--- src/design/image_frame_deframer_macros.svh ---
// Assertion macros for the deframer top level.
`ifndef IMAGE_FRAME_DEFRAMER_MACROS_SVH
`define IMAGE_FRAME_DEFRAMER_MACROS_SVH

// The consequent must hold in the same cycle as the antecedent.
`define IFD_ASSERT_SAME(label, ante, cons) \
	label: assert property (@(posedge clk) disable iff (!arst_n) (ante) |-> (cons)) \
		else $error("image_frame_deframer: assertion failed");

// The consequent must hold in the cycle after the antecedent.
`define IFD_ASSERT_NEXT(label, ante, cons) \
	label: assert property (@(posedge clk) disable iff (!arst_n) (ante) |=> (cons)) \
		else $error("image_frame_deframer: assertion failed");

`endif

--- src/design/ifd_pkg.sv ---
package ifd_pkg;

	localparam int unsigned ByteW = 8;
	localparam int unsigned WordW = 32;
	localparam int unsigned AsmW = 24;
	localparam int unsigned OutDataW = 168;

	typedef enum logic [2:0] {
		STAGE_LENGTH  = 3'd0,
		STAGE_PAYLOAD = 3'd1,
		STAGE_WIDTH   = 3'd2,
		STAGE_HEIGHT  = 3'd3,
		STAGE_FORMAT  = 3'd4
	} stage_t;

	typedef enum logic {
		KIND_PAYLOAD = 1'b0,
		KIND_FRAME   = 1'b1
	} kind_t;

	typedef struct packed {
		kind_t              kind;
		logic [ByteW-1:0]   pl_byte;
		logic [WordW-1:0]   pl_index;
		logic               pl_last;
		logic [WordW-1:0]   frm_length;
		logic [WordW-1:0]   frm_width;
		logic [WordW-1:0]   frm_height;
		logic [WordW-1:0]   frm_format;
	} res_t;

endpackage

--- src/design/image_frame_deframer.sv ---
// The deframer takes one byte per transfer, a byte in every cycle while not stalled.
// Each frame is a 32-bit big-endian payload length, the payload bytes, and then
// 32-bit big-endian width, height and format words. Every payload byte leaves
// as a transfer with tuser low, its index in tdata and tlast high on the final
// one; the last format byte yields one transfer with tuser high that carries
// length, width, height and format. Header bytes other than the last format
// byte yield nothing. A result appears in the cycle after its byte is taken, from
// a single output register, and a new byte is taken whenever that register is
// empty or is being emptied in the same cycle.
`include "image_frame_deframer_macros.svh"

module image_frame_deframer
	import ifd_pkg::*;
(
	input  logic                clk,
	input  logic                arst_n,
	input  logic                s_tvalid,
	output logic                s_tready,
	input  logic [ByteW-1:0]    s_tdata,   // data_byte[7:0]
	output logic                m_tvalid,
	input  logic                m_tready,
	output logic [OutDataW-1:0] m_tdata,   // payload_byte[7:0], payload_index[39:8],
	                                       // frame_length[71:40], frame_width[103:72],
	                                       // frame_height[135:104], frame_format[167:136]
	output logic                m_tlast,   // payload_last
	output logic                m_tuser    // result_kind
);

	logic   take;
	logic   res_valid;
	res_t   res;
	stage_t stage;
	logic   out_valid_q;
	res_t   out_q;

	assign s_tready = !out_valid_q || m_tready;
	assign take     = s_tvalid && s_tready;

	ifd_parse u_parse (
		.clk       (clk),
		.arst_n    (arst_n),
		.take      (take),
		.data_byte (s_tdata),
		.stage     (stage),
		.res_valid (res_valid),
		.res       (res)
	);

	always_ff @(posedge clk or negedge arst_n) begin
		if (!arst_n) begin
			out_valid_q <= 1'b0;
		end else if (take && res_valid) begin
			out_valid_q <= 1'b1;
		end else if (m_tready) begin
			out_valid_q <= 1'b0;
		end
	end

	always_ff @(posedge clk) begin
		if (take && res_valid) begin
			out_q <= res;
		end
	end

	assign m_tvalid = out_valid_q;
	assign m_tdata  = {out_q.frm_format, out_q.frm_height, out_q.frm_width,
	                   out_q.frm_length, out_q.pl_index, out_q.pl_byte};
	assign m_tlast  = out_q.pl_last;
	assign m_tuser  = out_q.kind;

	`IFD_ASSERT_SAME(a_ready_when_empty, !out_valid_q, s_tready)
	`IFD_ASSERT_NEXT(a_payload_gives_result, take && (stage == STAGE_PAYLOAD),
		m_tvalid && (m_tuser == KIND_PAYLOAD))
	`IFD_ASSERT_SAME(a_frame_has_no_last, m_tvalid && (m_tuser == KIND_FRAME), !m_tlast)

endmodule

--- src/design/ifd_parse.sv ---
module ifd_parse
	import ifd_pkg::*;
(
	input  logic             clk,
	input  logic             arst_n,
	input  logic             take,
	input  logic [ByteW-1:0] data_byte,
	output stage_t           stage,
	output logic             res_valid,
	output res_t             res
);

	stage_t             stage_q, stage_d;
	logic [WordW-1:0]   pos_q, pos_d;
	logic [AsmW-1:0]    asm_q, asm_d;
	logic [WordW-1:0]   len_q, len_d;
	logic [WordW-1:0]   wid_q, wid_d;
	logic [WordW-1:0]   hgt_q, hgt_d;
	logic [WordW-1:0]   pos_inc;
	logic [WordW-1:0]   word;
	logic               hdr_done;

	always_ff @(posedge clk or negedge arst_n) begin
		if (!arst_n) begin
			stage_q <= STAGE_LENGTH;
			pos_q   <= '0;
			asm_q   <= '0;
			len_q   <= '0;
			wid_q   <= '0;
			hgt_q   <= '0;
		end else if (take) begin
			stage_q <= stage_d;
			pos_q   <= pos_d;
			asm_q   <= asm_d;
			len_q   <= len_d;
			wid_q   <= wid_d;
			hgt_q   <= hgt_d;
		end
	end

	assign pos_inc  = pos_q + WordW'(1);
	assign word     = {asm_q, data_byte};
	assign hdr_done = (pos_q >= WordW'(3));

	always_comb begin
		stage_d   = stage_q;
		pos_d     = pos_q;
		asm_d     = asm_q;
		len_d     = len_q;
		wid_d     = wid_q;
		hgt_d     = hgt_q;
		res_valid = 1'b0;
		res       = '0;

		// Header fields collect four bytes, most significant first.
		if (stage_q != STAGE_PAYLOAD) begin
			if (hdr_done) begin
				asm_d = '0;
				pos_d = '0;
			end else begin
				asm_d = {asm_q[AsmW-ByteW-1:0], data_byte};
				pos_d = pos_inc;
			end
		end

		unique case (stage_q)
			STAGE_PAYLOAD: begin
				res_valid    = 1'b1;
				res.kind     = KIND_PAYLOAD;
				res.pl_byte  = data_byte;
				res.pl_index = pos_q;
				res.pl_last  = (pos_inc == len_q);
				if (pos_inc >= len_q) begin
					pos_d   = '0;
					stage_d = STAGE_WIDTH;
				end else begin
					pos_d = pos_inc;
				end
			end
			STAGE_WIDTH: begin
				if (hdr_done) begin
					wid_d   = word;
					stage_d = STAGE_HEIGHT;
				end
			end
			STAGE_HEIGHT: begin
				if (hdr_done) begin
					hgt_d   = word;
					stage_d = STAGE_FORMAT;
				end
			end
			STAGE_FORMAT: begin
				if (hdr_done) begin
					stage_d        = STAGE_LENGTH;
					res_valid      = 1'b1;
					res.kind       = KIND_FRAME;
					res.frm_length = len_q;
					res.frm_width  = wid_q;
					res.frm_height = hgt_q;
					res.frm_format = word;
				end
			end
			default: begin
				// The length stage; codes that cannot arise fall in here as well.
				stage_d = STAGE_LENGTH;
				if (hdr_done) begin
					len_d   = word;
					stage_d = (word == '0) ? STAGE_WIDTH : STAGE_PAYLOAD;
				end
			end
		endcase
	end

	assign stage = stage_q;

endmodule

--- config.mk ---
export PLATFORM = sky130hd
export DESIGN_NAME = image_frame_deframer
export DESIGN_NICKNAME = d
export VERILOG_FILES = /design/src/design/ifd_pkg.sv /design/src/design/image_frame_deframer.sv /design/src/design/ifd_parse.sv
export VERILOG_INCLUDE_DIRS = /design/src /design/src/design
export SDC_FILE = /design/constraint.sdc
export NUM_CORES = 1
export LEC_CHECK = 0
export ABC_AREA = 1
export BUFFER_PORTS_ARGS = -buffer_cell sky130_fd_sc_hd__buf_2
export CAP_MARGIN = 5
export CORE_ASPECT_RATIO = 0.75
export CORE_MARGIN = 2
export CORE_UTILIZATION = 32
export DETAILED_ROUTE_END_ITERATION = 8
export PLACE_DENSITY = 0.63
export SLEW_MARGIN = 5
export SYNTH_ARGS = -nofsm -noshare
export SYNTH_HDL_FRONTEND = slang
export SYNTH_HIERARCHICAL = 1
export SYNTH_SLANG_ARGS = --single-unit
--- constraint.sdc ---
create_clock -name clk -period 6.55 [get_ports clk]
set_input_delay 0.3275 -clock clk [delete_from_list [all_inputs] [get_ports clk]]
set_output_delay 0.3275 -clock clk [all_outputs]
set_load 0.01 [all_outputs]
# Yosys cells after proc, flatten, opt, wreduce, memory -nomap -nowiden
# Cells that the tools add are included.
word_totals:
  ff_bits: 326
  in_bits: 12
  output_inout_bits: 172
  elab_cells: 60
op_classes:
  n_addsub: 1
  n_lt_le_gt_ge: 2
  n_eq_ne: 10
  muxes: 16
  bitwise_logic: 1
  n_reduce_logical: 15
ops:
  columns: ["operator", "n"]
  rows:
  - ["two-way mux 32 bit", 4]
  - ["adder 32 x 1 -> 32 bit, second input constant", 1]
  - ["== test 32 bit", 1]
  - [">= comparator 32 x 2 -> 1 bit, second input constant", 1]
  - [">= comparator 32 bit", 1]
  - ["zero test 32 bit", 1]
  - ["two-way mux 24 bit", 1]
  - ["two-way mux 3 bit", 5]
  - ["case mux 3 bit (4 select lines)", 1]
  - ["AND reduction 3 bit", 3]
  - ["inequality test 2 x 1 -> 1 bit, second input constant", 4]
  - ["== test 3 x 2 -> 1 bit, second input constant", 2]
  - ["AND reduction 2 bit", 3]
  - ["AND reduction 5 bit", 1]
  - ["nonzero test 2 bit", 2]
  - ["OR reduction 4 bit", 1]
  - ["== test 3 x 1 -> 1 bit, second input constant", 1]
  - ["== test 3 bit, second input constant", 1]
  - ["two-way mux 1 bit", 3]
  - ["inequality test 3 x 1 -> 1 bit, second input constant", 1]
  - ["logical AND 1 bit", 2]
  - ["two-way mux 2 bit", 1]
  - ["case mux 1 bit (2 select lines)", 1]
  - ["zero test 1 bit", 1]
  - ["other kinds (2)", 2]

# Longest topological paths before layout
# Gate-level depths: netlist (run 1).
depth:
  depth_word: 5
  ltp_mapped: 24
  depth_no_buf: 23

# Hierarchy
# The synthesis (run 1) kept the hierarchy.
modules_own_cells:
  columns: ["mod", "instances", "cells_per_inst", "area_each_um2", "seq_area_each_um2"]
  rows:
  - ["ifd_parse", 1, 1331, 9161.3, 3878.7]
  - ["image_frame_deframer", 1, 179, 5168.7, 5129.9]

# Worst setup path before layout (run 1)
# Ideal clock, no wire load.
synth_timing:
  path_type: "reg-to-reg"
  start: "reg u_parse.pos_q[0]"
  end: "reg out_q, in the netlist m_tdata[0], enable pin"
  setup_ps: 565
  t_arrival_ps: 5778
  t_required_ps: 5985
  setup_slack_ps: 206
  path_stages_with_launch: 13
  path_buffers: 1
  period_less_slack_ps: 6344
  path_cell_list: "dfrtp_1 -> ha_1 -> nor2_1 -> nand3_1 -> nor2_2 -> nand2_4 -> inv_4 -> nor2_4 -> inv_4 -> buf_2 -> nand2_1 -> inv_1 -> nor2_2"
synth_via:
  elab_chain_len: 4
synth_lines:
  columns: ["element", "line", "rtl"]
  rows:
  - ["start, declared", "ifd_parse.sv:14", "logic [WordW-1:0] pos_q, pos_d;"]
  - ["start signal, assigned", "ifd_parse.sv:33", "pos_q <= pos_d;"]
  - [">= comparator 32 x 2 -> 1 bit", "ifd_parse.sv:43", "assign hdr_done = (pos_q >= WordW'(3));"]
  - ["two-way mux 1 bit", "ifd_parse.sv:93", "if (hdr_done) begin"]
  - ["case mux 1 bit (2 select lines)", "ifd_parse.sv:66", "unique case (stage_q)"]
  - ["via res_valid", "image_frame_deframer.sv:30", "logic res_valid;"]
  - ["logical AND 1 bit", "image_frame_deframer.sv:60", "if (take && res_valid) begin"]
  - ["end signal, assigned", "image_frame_deframer.sv:61", "out_q <= res;"]
  - ["end, declared", "image_frame_deframer.sv:34", "res_t out_q;"]
# The timed path passes the listed nets, and every way through them passes these cells.
# A chain may end at the register's enable or synchronous reset.

# Worst setup path in the final report (run 1)
layout_timing:
  start: "reg u_parse.pos_q[0]"
  end: "reg out_q, in the netlist m_tdata[105], enable pin"
# The elaborated chain is that of the path after synthesis.

==> results of run 1 <==
state kept, by name (all words and copies together) (netlist names):
register,flops
m_tlast,1
u_parse/wid_q,32
u_parse/pos_q,32
u_parse/asm_q,24
m_tdata,168
m_tvalid,1
u_parse/hgt_q,32
m_tuser,1
u_parse/stage,3
u_parse/len_q,32
cell usage after synthesis, types with 4 or more instances:
cell type | number | area, sq um
xor2_1 | 12 | 105
a21oi_1 | 11 | 55.1
inv_2 | 10 | 37.5
clkbuf_1 | 20 | 75.1
o21ai_1 | 64 | 320
edfxtp_1 | 170 | 5100
dfrtp_1 | 156 | 3900
inv_1 | 153 | 574
nand2_2 | 5 | 31.3
buf_4 | 6 | 45.0
nor2_1 | 270 | 1010
o21ai_0 | 61 | 305
ha_1 | 33 | 413
nand4_1 | 11 | 68.8
nor3_1 | 14 | 70.1
buf_2 | 26 | 130
nor2_2 | 6 | 37.5
nand3_1 | 47 | 235
nand2_1 | 405 | 1520
nor2_4 | 4 | 45.0
nor3_2 | 5 | 50.1
placed cells by master, fill, tap and decap left out, drive strengths merged, types with 19 or more instances in the layout:
cell	n
nand2	412
nor2	280
buf	187
edfxtp	170
inv	166
dfrtp	156
o21ai	125
nand3	51
clkbuf	49
ha	33
nor3	19
per-layer routing:
layer  share of wire  track usage  up-vias
met5               0            0        -
met4           0.017       0.0419        0
met3           0.091       0.0486       50
met2            0.43        0.248      361
met1            0.46        0.247     5226
li1                -            -     5165
power by group through the flow:
stage / logic (mW) / registers [mW] / clock network [mW]
4_1_cts: 1.61 / 2.85 / 2.29
3_5_place_dp: 1.60 / 2.88 / 0
2_1_floorplan: 1.05 / 2.91 / 0
6_report: 1.60 / 2.85 / 2.24
5_1_grt: 1.80 / 2.90 / 2.36
3_3_place_gp: 1.56 / 2.88 / 0
worst reg2reg max path, stage by stage (launching register included):
cell     delay [ns]
dfrtp_1        0.51
ha_1           0.28
nor2_1         0.07
nand3_1        0.09
nor2_2         0.06
nand2_4        0.59
inv_4          0.39
nor2_4         0.20
inv_4          0.24
nand2_1        0.19
inv_1          0.09
nor2_4         0.11
buf_4          0.87
worst paths after layout:
path	from	endpoint	slack, ns	depth (start not counted)
max	u_parse/pos_q[0]	m_tdata[105]	2.43	12
min	s_tdata[3]	u_parse/asm_q[3]	0.05	3
max reg2reg	u_parse/pos_q[0]	m_tdata[105]	2.43	12
min reg2reg	u_parse/wid_q[1]	u_parse/wid_q[1]	0.49	2
max in group asynchronous	arst_n	u_parse/pos_q[6]	4.58	3
min in group asynchronous	arst_n	u_parse/hgt_q[0]	0.43	2
kinds of logic after synthesis:
kind of cell | share of synthesized area
adder cells (fa/ha/maj) | 0.0288
flip-flops | 0.629
buffers and inverters | 0.0647
AND/OR/NAND/NOR | 0.221
AO/OA/AOI/OAI | 0.0499
XOR/XNOR | 0.00733
area by class of cell:
cell class                      count  area share
Clock buffer                       49      0.0606
Clock inverter                     19      0.0174
Inverter                          165      0.0366
Multi-Input combinational cell    960       0.258
Sequential cell                   326       0.528
Tap cell                          586      0.0430
Timing Repair Buffer              188      0.0564
repair_timing:
action | 4_1_cts | 5_1_grt
setup endpoints to repair | 0 | 0
hold buffers | 1 | 0
hold endpoints to repair | 82 | 0
through the flow:
stage               utilization  area (sq um)  worst slack [ns]
CTS                       0.384         17100              2.48
finish                    0.384         17100              2.43
global route              0.384         17100              2.14
floorplan                     -         14300             0.206
global placement          0.354         15700              2.58
detailed placement        0.354         15700              2.48
==> results.txt, run 1 <==
total CTS buffers = 37
hold crit path type = input pin to register
largest net degree at the start of global routing = 92
Vias = 10802
Clock transition at path regs = 0.06 ns
peak supply drop = 0.230 mV
drt wl/cell = 17.4 um
Sw Share = 0.336
Worst Path Arrival = 4.27 ns
area occupied by multi-input gates = 0.00440 sq mm
die area = 0.0465 sq mm
Critical Path Slowest Stage Cell = buf_4
Critical Path RT = 6.70 ns
kind of critical path = register to register
clock share of power = 0.335
Ports = 184
# rows = 67
Die Wd = 248 um
root buffer cell = clkbuf_16
grt total ovfl = 0
crit end category = register
Crit path buffers/inverters = 4
count of cell types in the netlist = 33
RSZ-0062 raised after global routing = false
initial drt markers = 1083
Final Max Tran Viols = 0
Post-Synthesis Cells = 1510
clk_skew = 0.0186 ns
maximum clock rate = 0.243 GHz
synth-to-layout area growth = 19.0%
Post-Syn Area = 0.0143 sq mm
Pwr per Cell Area = 392 mW/mm^2
post-synth net total = 1555
H-tree depth = 2
Hold Fails Final Rpt = 0
Post-synth EDFFs = 170
cells along the critical path = ha_1 > nor2_1 > nand3_1 > nor2_2 > nand2_4 > inv_4 > nor2_4 > inv_4 > nand2_1 > inv_1 > nor2_4 > buf_4
fraction of synthesis flops using an asynchronous set or reset pin = 0.479
CP Max Fanout = 91
initial antenna violation count = 0
switching power = 2.25 mW
dpl hpwl = 27800 um
Register Area = 0.00901 sq mm
CTS tree = done
# DRC = 0
setup violation total in the final timing report = 0
first-pass GRT wire length = 60900 um
clk buf depth = 3
Least-Margin Pin Slew = 1.22 ns
PortBufs = 183
Total Routing Usage GR = 0.170
fin nets = 1723
total power = 6.68 mW
YS warnings = 6
critical path's top delay family = buffers and inverters
leakage = 7.46 nW
Worst setup SP type = register
Avg Cell Area, Syn = 9.49 sq um
Clock Latency Late Sink = 0.54 ns
MaxCap Viol Count = 0
Max transition margin = 0.188
Vias/cell = 4.71
antenna-violating nets left = 0
part of the power in registers = 0.427
main flop type after synthesis = edfxtp_1
status = finished clean
DRT Pass-1 Iters = 5
Post-CTS Setup Bufs = 0
largest stage delay on the critical path = 0.87 ns
Tmin final = 4.12 ns
antenna cell count = 0
clock sink total = 326
fillcell total = 4442
Comb pwr share = 0.239
Placed Instances = 2224
register area share after synthesis = 0.629
ratio of cells with drive above 1 in the final layout = 0.165
Initial Utilization = 0.323
WHS = 0.0534 ns
DIE HEIGHT = 187 um
core footprint = 0.0444 sq mm
GPL Wtd Cong = 0.917
WL final = 39900 um
Yosys reg bits = 326
Tcrit/Tclk final = 0.629
non-filler cells, final = 2293
total negative slack = 0 ns
post_cts resized = 0
Power Internal = 4.44 mW
vias in the first global route = 10420
No activity file was read; power rests on OpenSTA's default activity.
==> run 2, diff against run 1 <==
--- a/config.mk
+++ b/config.mk
@@ -6,14 +6,14 @@
 export SDC_FILE = /design/constraint.sdc
 export NUM_CORES = 1
 export LEC_CHECK = 0
-export ABC_AREA = 1
+export ABC_AREA = 0
 export BUFFER_PORTS_ARGS = -buffer_cell sky130_fd_sc_hd__buf_2
 export CAP_MARGIN = 5
 export CORE_ASPECT_RATIO = 0.75
 export CORE_MARGIN = 2
 export CORE_UTILIZATION = 32
 export DETAILED_ROUTE_END_ITERATION = 8
-export PLACE_DENSITY = 0.63
+export PLACE_DENSITY = 0.61
 export SLEW_MARGIN = 5
 export SYNTH_ARGS = -nofsm -noshare
 export SYNTH_HDL_FRONTEND = slang
==> constraint.sdc (replaced) <==
create_clock -name clk -period 4 [get_ports clk]
set_input_delay 0.2 -clock clk [delete_from_list [all_inputs] [get_ports clk]]
set_output_delay 0.2 -clock clk [all_outputs]
set_load 0.01 [all_outputs]
==> run 2 against run 1 <==
  * Worst setup slack worse by 2.3 ns
  * Synthesized cell count is 27% lower
  * Sequential power up 82%
  * Largest power group unchanged
  * Die area decreased by 3.0%
==> results.txt, run 2 <==
status = finished clean
peak supply drop = 0.319 mV (+39%)
# DRC = 0 (unchanged)
Post-Synthesis Cells = 1095 (-27%)
MaxCap Viol Count = 0 (unchanged)
synth cell count leaders = 170 x edfxtp_1, 156 x dfrtp_1, 143 x and2_1
grt total ovfl = 0 (unchanged)
hold crit path type = input pin to register
worst slack, placed = -0.0469 ns (-2.53 ns)
DIE HEIGHT = 184 um (-1.5%)
CTS tree = done
Comb pwr share = 0.260 (+0.021)
switching power = 3.89 mW (+73%)
antenna-violating nets left = 0 (unchanged)
Post-synth EDFFs = 170 (unchanged)
Avg Cell Area, Syn = 12.7 sq um (+34%)
crit end category = register
Tcrit/Tclk final = 0.965 (+0.336)
kind of critical path = register to register
clock sink total = 326 (unchanged)
clk_skew = 0.0138 ns (-0.00478 ns)
Max transition margin = 0.512 (+0.324)
most common cell after layout, fill and taps aside = buf_2
Tmin final = 3.86 ns (-0.261 ns)
count of cell types in the netlist = 51 (+55%)
fin nets = 1350 (-22%)
Final Max Tran Viols = 0 (unchanged)
Critical Path RT = 4.40 ns (-2.30 ns)
Pwr per Cell Area = 683 mW/mm^2 (+74%)
clk buf depth = 3 (unchanged)
largest stage delay on the critical path = 0.45 ns (-0.42 ns)
GPL Wtd Cong = 0.893 (-2.6%)
main flop type after synthesis = edfxtp_1
Worst Path Arrival = 4.26 ns (about the same)
initial antenna violation count = 0 (unchanged)
maximum clock rate = 0.259 GHz (+6.8%)
PortBufs = 183 (unchanged)
root buffer cell = clkbuf_16
Hold Fails Final Rpt = 0 (unchanged)
initial drt markers = 601 (-45%)
leakage = 7.24 nW (-3.0%)
critical path's top delay family = simple AND/OR/NAND/NOR gates
antenna cell count = 0 (unchanged)
worst r2r src = u_parse/pos_q[3]
die area = 0.0451 sq mm (-3.0%)
cell mode on critical path = buf_4
fraction of synthesis flops using an asynchronous set or reset pin = 0.479 (unchanged)
Least-Margin Pin Slew = 0.732 ns (-0.486 ns)
ratio of cells with drive above 1 in the final layout = 0.290 (+0.125)
first-pass GRT wire length = 54100 um (-11%)
Die Wd = 245 um (-1.5%)
Vias = 9089 (-16%)
cells along the critical path = nand3_1 > nor3_4 > nand4_1 > nor3_2 > buf_4 > nand3_1 > xnor2_1 > ha_1 > nand4_1 > buf_4 > nor4_1 > nand2_1 > nand3_2 > o31ai_4 > buf_4 > and2_4 > a22o_1
clock share of power = 0.295 (-0.040)
total CTS buffers = 36 (-2.7%)
# rows = 66 (-1.5%)
setup violation total in the final timing report = 0 (unchanged)
largest net degree at the start of global routing = 77 (-16%)
Power Internal = 7.76 mW (+75%)
Reg2Reg Setup Slack = 0.14 ns (-2.29 ns)
H-tree depth = 2 (unchanged)
most frequent cells in the layout = 182 x buf_2, 170 x edfxtp_1, 150 x dfrtp_1
Critical Path Slowest Stage Cell = dfrtp_2
R2R depth = 17 (+5)
vias in the first global route = 8780 (-16%)
fin worst setup slack = 0.142 ns (-2.29 ns)
post-synth net total = 1140 (-27%)
final core utilization = 0.396 (+0.0117)
Post-Syn Area = 0.0139 sq mm (-3.0%)
YS warnings = 6 (unchanged)
reg-to-reg endpoint = u_parse/pos_q[19]
drt wl/cell = 19.0 um (+9.0%)
dpl hpwl = 23500 um (-15%)
CP Depth = 17 (+5)
Ports = 184 (unchanged)
Vias/cell = 4.76 (+1.1%)
max FFs per register = 168 (unchanged)
CP Capture Point = u_parse/pos_q[19]
DRT Pass-1 Iters = 6 (+1)
synth-to-layout area growth = 22.7%
Worst setup SP type = register
Critical Path Start = u_parse/pos_q[3]
Crit path buffers/inverters = 3 (-1)
top-count cell post-synth = edfxtp_1
Total Routing Usage GR = 0.158 (-0.0120)
Initial Utilization = 0.322 (about the same)
core footprint = 0.0431 sq mm (-3.0%)
part of the power in registers = 0.445 (+0.018)
Yosys reg bits = 326 (unchanged)
register area share after synthesis = 0.648 (+0.0196)
Clock transition at path regs = 0.06 ns (about the same)
WL final = 36200 um (-9.3%)
post-synth top area share = 0.367 (+0.0111)
Sw Share = 0.334 (-0.00237)
dominant cells by area after synthesis = edfxtp_1 37%, dfrtp_1 28%, and2_1 6.4%
area leader, netlist = edfxtp_1
CP Max Fanout = 7 (-92%)
Clock Latency Late Sink = 0.53 ns (about the same)
[run 2: power by group through the flow]
stage | sequential, mW | combinational, mW | clock (mW)
5_1_grt | 5.30 | 3.36 | 3.66
4_1_cts | 5.21 | 3.02 | 3.54
3_3_place_gp | 5.24 | 2.88 | 0
3_5_place_dp | 5.26 | 2.95 | 0
2_1_floorplan | 5.19 | 1.75 | 0
6_report | 5.18 | 3.02 | 3.44
[run 2: worst register-to-register path: cells and delay by family, from the launching register on]
kind | cells | cell delay [ns]
buffers and inverters | 3 | 0.53
adder cells (fa/ha/maj) | 1 | 0.33
flip-flops | 1 | 0.45
AND/OR/NAND/NOR | 10 | 2.03
AO/OA/AOI/OAI | 2 | 0.25
XOR/XNOR | 1 | 0.15
[run 2: logic make-up after synthesis]
family	share of synthesized area
buffers and inverters	0.0301
and+or+nand+nor	0.159
AOI/OAI and AO/OA	0.0531
DFF	0.648
xor gates and xnor gates	0.0265
adders and majority gates	0.0297
muxes	0.0534
[run 2: repair_timing]
item | 4_1_cts | 5_1_grt
setup buffers | 3 | 7
pin swaps | 1 | 7
endpoints found under the setup margin | 28 | 35
endpoints found under the hold margin | 68 | 0
resized for setup | 5 | 14
hold buffers | 5 | 0
gates cloned | 0 | 0
[run 2: per-layer routing]
metal,track usage,vias to the layer above,part of all wire
met5,0,-,0
met2,0.233,279,0.43
met1,0.234,4514,0.48
met3,0.0344,52,0.062
met4,0.0407,0,0.020
li1,-,4244,-
[run 2: final cells by class]
cell class / count / area, sq um
multi-input combinational: 667 / 4590
inverter: 42 / 158
timing repair buffer: 232 / 1350
clock buffer: 46 / 990
tap: 578 / 723
sequential: 326 / 9020
fill: 4152 / 26100
clock inverter: 17 / 226
[run 2: how the worst min path moves through the flow]
| stage | start | end | slack [ns] | cells past startpoint |
|---|---|---|---|---|
| floorplan | arst_n | m_tvalid | -0.1 | 0 |
| global placement | arst_n | u_parse/wid_q[22] | 0.28 | 1 |
| detailed placement | arst_n | u_parse/wid_q[22] | 0.27 | 1 |
| CTS | s_tdata[3] | u_parse/asm_q[3] | 0.006 | 3 |
| global route | s_tdata[4] | u_parse/len_q[4] | 0.02 | 3 |
| finish | s_tdata[4] | u_parse/asm_q[4] | 0.02 | 3 |
[run 2: per-stage QoR]
stage               instances  cell area, sq um  hold WS, ns  power (mW)  TNS (ns)
floorplan                1095             13900      -0.0956        6.94    -55.71
global placement         1830             15600        0.275        8.12         0
detailed placement       1830             15600        0.275        8.21    -0.214
CTS                      1901             17000      0.00566        11.8         0
global route             1908             17100       0.0172        12.3    -0.154
finish                   1908             17100       0.0221        11.6         0
==> run 3, diff against run 2 <==
--- a/config.mk
+++ b/config.mk
@@ -9,7 +9,7 @@
 export ABC_AREA = 0
 export BUFFER_PORTS_ARGS = -buffer_cell sky130_fd_sc_hd__buf_2
 export CAP_MARGIN = 5
-export CORE_ASPECT_RATIO = 0.75
+export CORE_ASPECT_RATIO = 1.5
 export CORE_MARGIN = 2
 export CORE_UTILIZATION = 32
 export DETAILED_ROUTE_END_ITERATION = 8
==> constraint.sdc (replaced) <==
create_clock -name clk -period 3.75 [get_ports clk]
set_input_delay 0.1875 -clock clk [delete_from_list [all_inputs] [get_ports clk]]
set_output_delay 0.1875 -clock clk [all_outputs]
set_load 0.01 [all_outputs]
==> run 3 against run 2 <==
  * The flow now finishes with violations (setup timing)
  * Non-clock buffer count grew 42
  * Via count increased by 0.41%
  * Critical path depth shrank 2
  * Utilization up 0.58 points
  * Design area grew 1.1%
  * Fmax rose by 2.4%
  * First-iteration DRC count rose by 29%
  * Total power grew 4.3%
  * Combinational power grew 15%
  * Sequential share of layout area down 0.59 points
  * Sequential power up 5.6%
  * Largest cell class unchanged
  * Largest power group unchanged
==> results.txt, run 3 (synthesis gave the netlist of run 2 again) <==
status = complete, but fails checks
violated checks = setup timing
Placed Instances = 1860 (+1.6%)
# DRC = 0 (unchanged)
PortBufs = 183 (unchanged)
Vias/cell = 4.72 (-0.99%)
clk_skew = 0.0120 ns (-0.00181 ns)
Crit path buffers/inverters = 3 (unchanged)
kind of critical path = register to register
RSZ-0062 raised after global routing = true
Initial Utilization = 0.324 (+0.00127)
Final Max Tran Viols = 0 (unchanged)
Comb pwr share = 0.285 (+0.025)
Power Internal = 8.05 mW (+3.8%)
Hold Fails Final Rpt = 0 (unchanged)
Least-Margin Pin Slew = 0.850 ns (+0.118 ns)
setup violation total in the final timing report = 1 (+1)
fin nets = 1386 (+2.7%)
Vias = 9126 (+0.41%)
Tcrit/Tclk final = 1.00 (+0.0399)
dpl hpwl = 24700 um (+4.9%)
Worst Path Arrival = 4.25 ns (about the same)
total negative slack = -0.0168 ns (-0.0168 ns)
DIE HEIGHT = 259 um (+41%)
MaxCap Viol Count = 0 (unchanged)
Pwr per Cell Area = 705 mW/mm^2 (+3.2%)
WHS = 0.226 ns (+0.204 ns)
synth-to-layout area growth = 24.0%
Ports = 184 (unchanged)
Critical Path RT = 4.24 ns (-0.16 ns)
clock share of power = 0.264 (-0.031)
first-pass GRT wire length = 54600 um (+0.84%)
cell area after layout = 0.0172 sq mm (+1.1%)
grt total ovfl = 0 (unchanged)
root buffer cell = clkbuf_16
clock sink total = 326 (unchanged)
largest net degree at the start of global routing = 88 (+14%)
clk buf depth = 3 (unchanged)
hold crit path type = input pin to asynchronous set/reset pin
most common cell after layout, fill and taps aside = buf_2
non-filler cells, final = 1935 (+1.4%)
vias in the first global route = 9319 (+6.1%)
critical path's top delay family = simple AND/OR/NAND/NOR gates
Clock Latency Late Sink = 0.57 ns (+0.04 ns)
initial drt markers = 773 (+29%)
# rows = 93 (+41%)
Max transition margin = 0.434 (-0.0784)
Tmin final = 3.77 ns (-0.0914 ns)
CP Max Fanout = 5 (-2)
peak supply drop = 0.387 mV (+21%)
die area = 0.0451 sq mm (about the same)
antenna-violating nets left = 0 (unchanged)
leakage = 7.40 nW (+2.2%)
fin worst setup slack = -0.0168 ns (-0.159 ns)
antenna cell count = 0 (unchanged)
ratio of cells with drive above 1 in the final layout = 0.305 (+0.0145)
drt wl/cell = 18.3 um (-3.6%)
Clock transition at path regs = 0.07 ns (about the same)
total power = 12.1 mW (+4.3%)
Sw Share = 0.337 (+0.00328)
maximum clock rate = 0.265 GHz (+2.4%)
H-tree depth = 1 (-1)
Placed Instance Area = 0.0159 sq mm (+1.9%)
crit end category = register
DRT Pass-1 Iters = 5 (-1)
most frequent cells in the layout = 182 x buf_2, 170 x edfxtp_1, 155 x dfrtp_1
Worst setup SP type = register
core footprint = 0.0429 sq mm (-0.39%)
initial antenna violation count = 0 (unchanged)
max FFs per register = 168 (unchanged)
largest stage delay on the critical path = 0.41 ns (-0.04 ns)
final core utilization = 0.401 (+0.00575)
Die Wd = 174 um (-29%)
worst slack, placed = -0.0552 ns (-0.00833 ns)
part of the power in registers = 0.451 (+0.006)
Critical Path Slowest Stage Cell = dfrtp_1
WL final = 35400 um (-2.2%)
cells along the critical path = nand3_1 > nor3_4 > buf_4 > and3_1 > nand3_1 > xnor2_1 > ha_1 > nand4_1 > inv_1 > a221o_1 > and3b_2 > buf_4 > o31ai_4 > o22ai_2 > a211oi_2
GPL Wtd Cong = 0.840 (-5.9%)
switching power = 4.09 mW (+5.3%)
total CTS buffers = 30 (-17%)
CTS tree = done
Total Routing Usage GR = 0.155 (-0.00251)
==> run 3: cell types whose count changed in the layout (fill, tap and decap cells not counted), moves of 4 or more <==
cell / before / now
dfrtp_2: 6 / 1
clkbuf_1: 6 / 2
buf_4: 40 / 72
dlygate4sd3_1: 5 / 11
clkbuf_16: 37 / 31
dfrtp_1: 150 / 155
==> run 3: worst paths after layout <==
| check | endpoint | startpoint | depth (start not counted) | slack, ns |
|---|---|---|---|---|
| worst max-delay path | u_parse/stage[0] | u_parse/pos_q[3] | 15 | -0.02 |
| worst min-delay path | u_parse/hgt_q[23] | arst_n | 2 | 0.23 |
| worst max register to register | u_parse/stage[0] | u_parse/pos_q[3] | 15 | -0.02 |
| worst min register to register | u_parse/hgt_q[25] | u_parse/hgt_q[25] | 1 | 0.49 |
| max in group asynchronous | u_parse/wid_q[14] | arst_n | 3 | 2.42 |
| min in group clk | m_tdata[149] | s_tvalid | 3 | 0.24 |
==> run 3: metal layers <==
layer | GRT usage | share of wire
met1 | 0.175 | 0.38
met2 | 0.294 | 0.55
met3 | 0.0217 | 0.043
met4 | 0.0626 | 0.034
met5 | 0 | 0
==> run 3: timing repair <==
item,4_1_cts,5_1_grt
pin swaps,2,14
endpoints found under the hold margin,105,0
setup endpoints to repair,3,30
buffers inserted,0,8
hold buffers,11,0
gates resized for setup,3,16
==> run 3: power by group through the flow <==
stage	sequential [mW]	clock [mW]	combinational [mW]
after global placement	5.54	0	3.24
after CTS	5.49	3.31	3.36
after detailed placement	5.56	0	3.33
final	5.47	3.21	3.46
after global routing	5.59	3.43	3.81
after floorplan	5.54	0	1.87
==> run 3: final cells by class <==
type | count | area [sq um]
fillers | 4080 | 25700
flip-flops and latches | 326 | 9010
multi-input cells | 667 | 4600
repair buffers | 274 | 1720
clock buffers | 34 | 797
well taps | 570 | 713
clock inverters | 22 | 241
inverters | 42 | 158
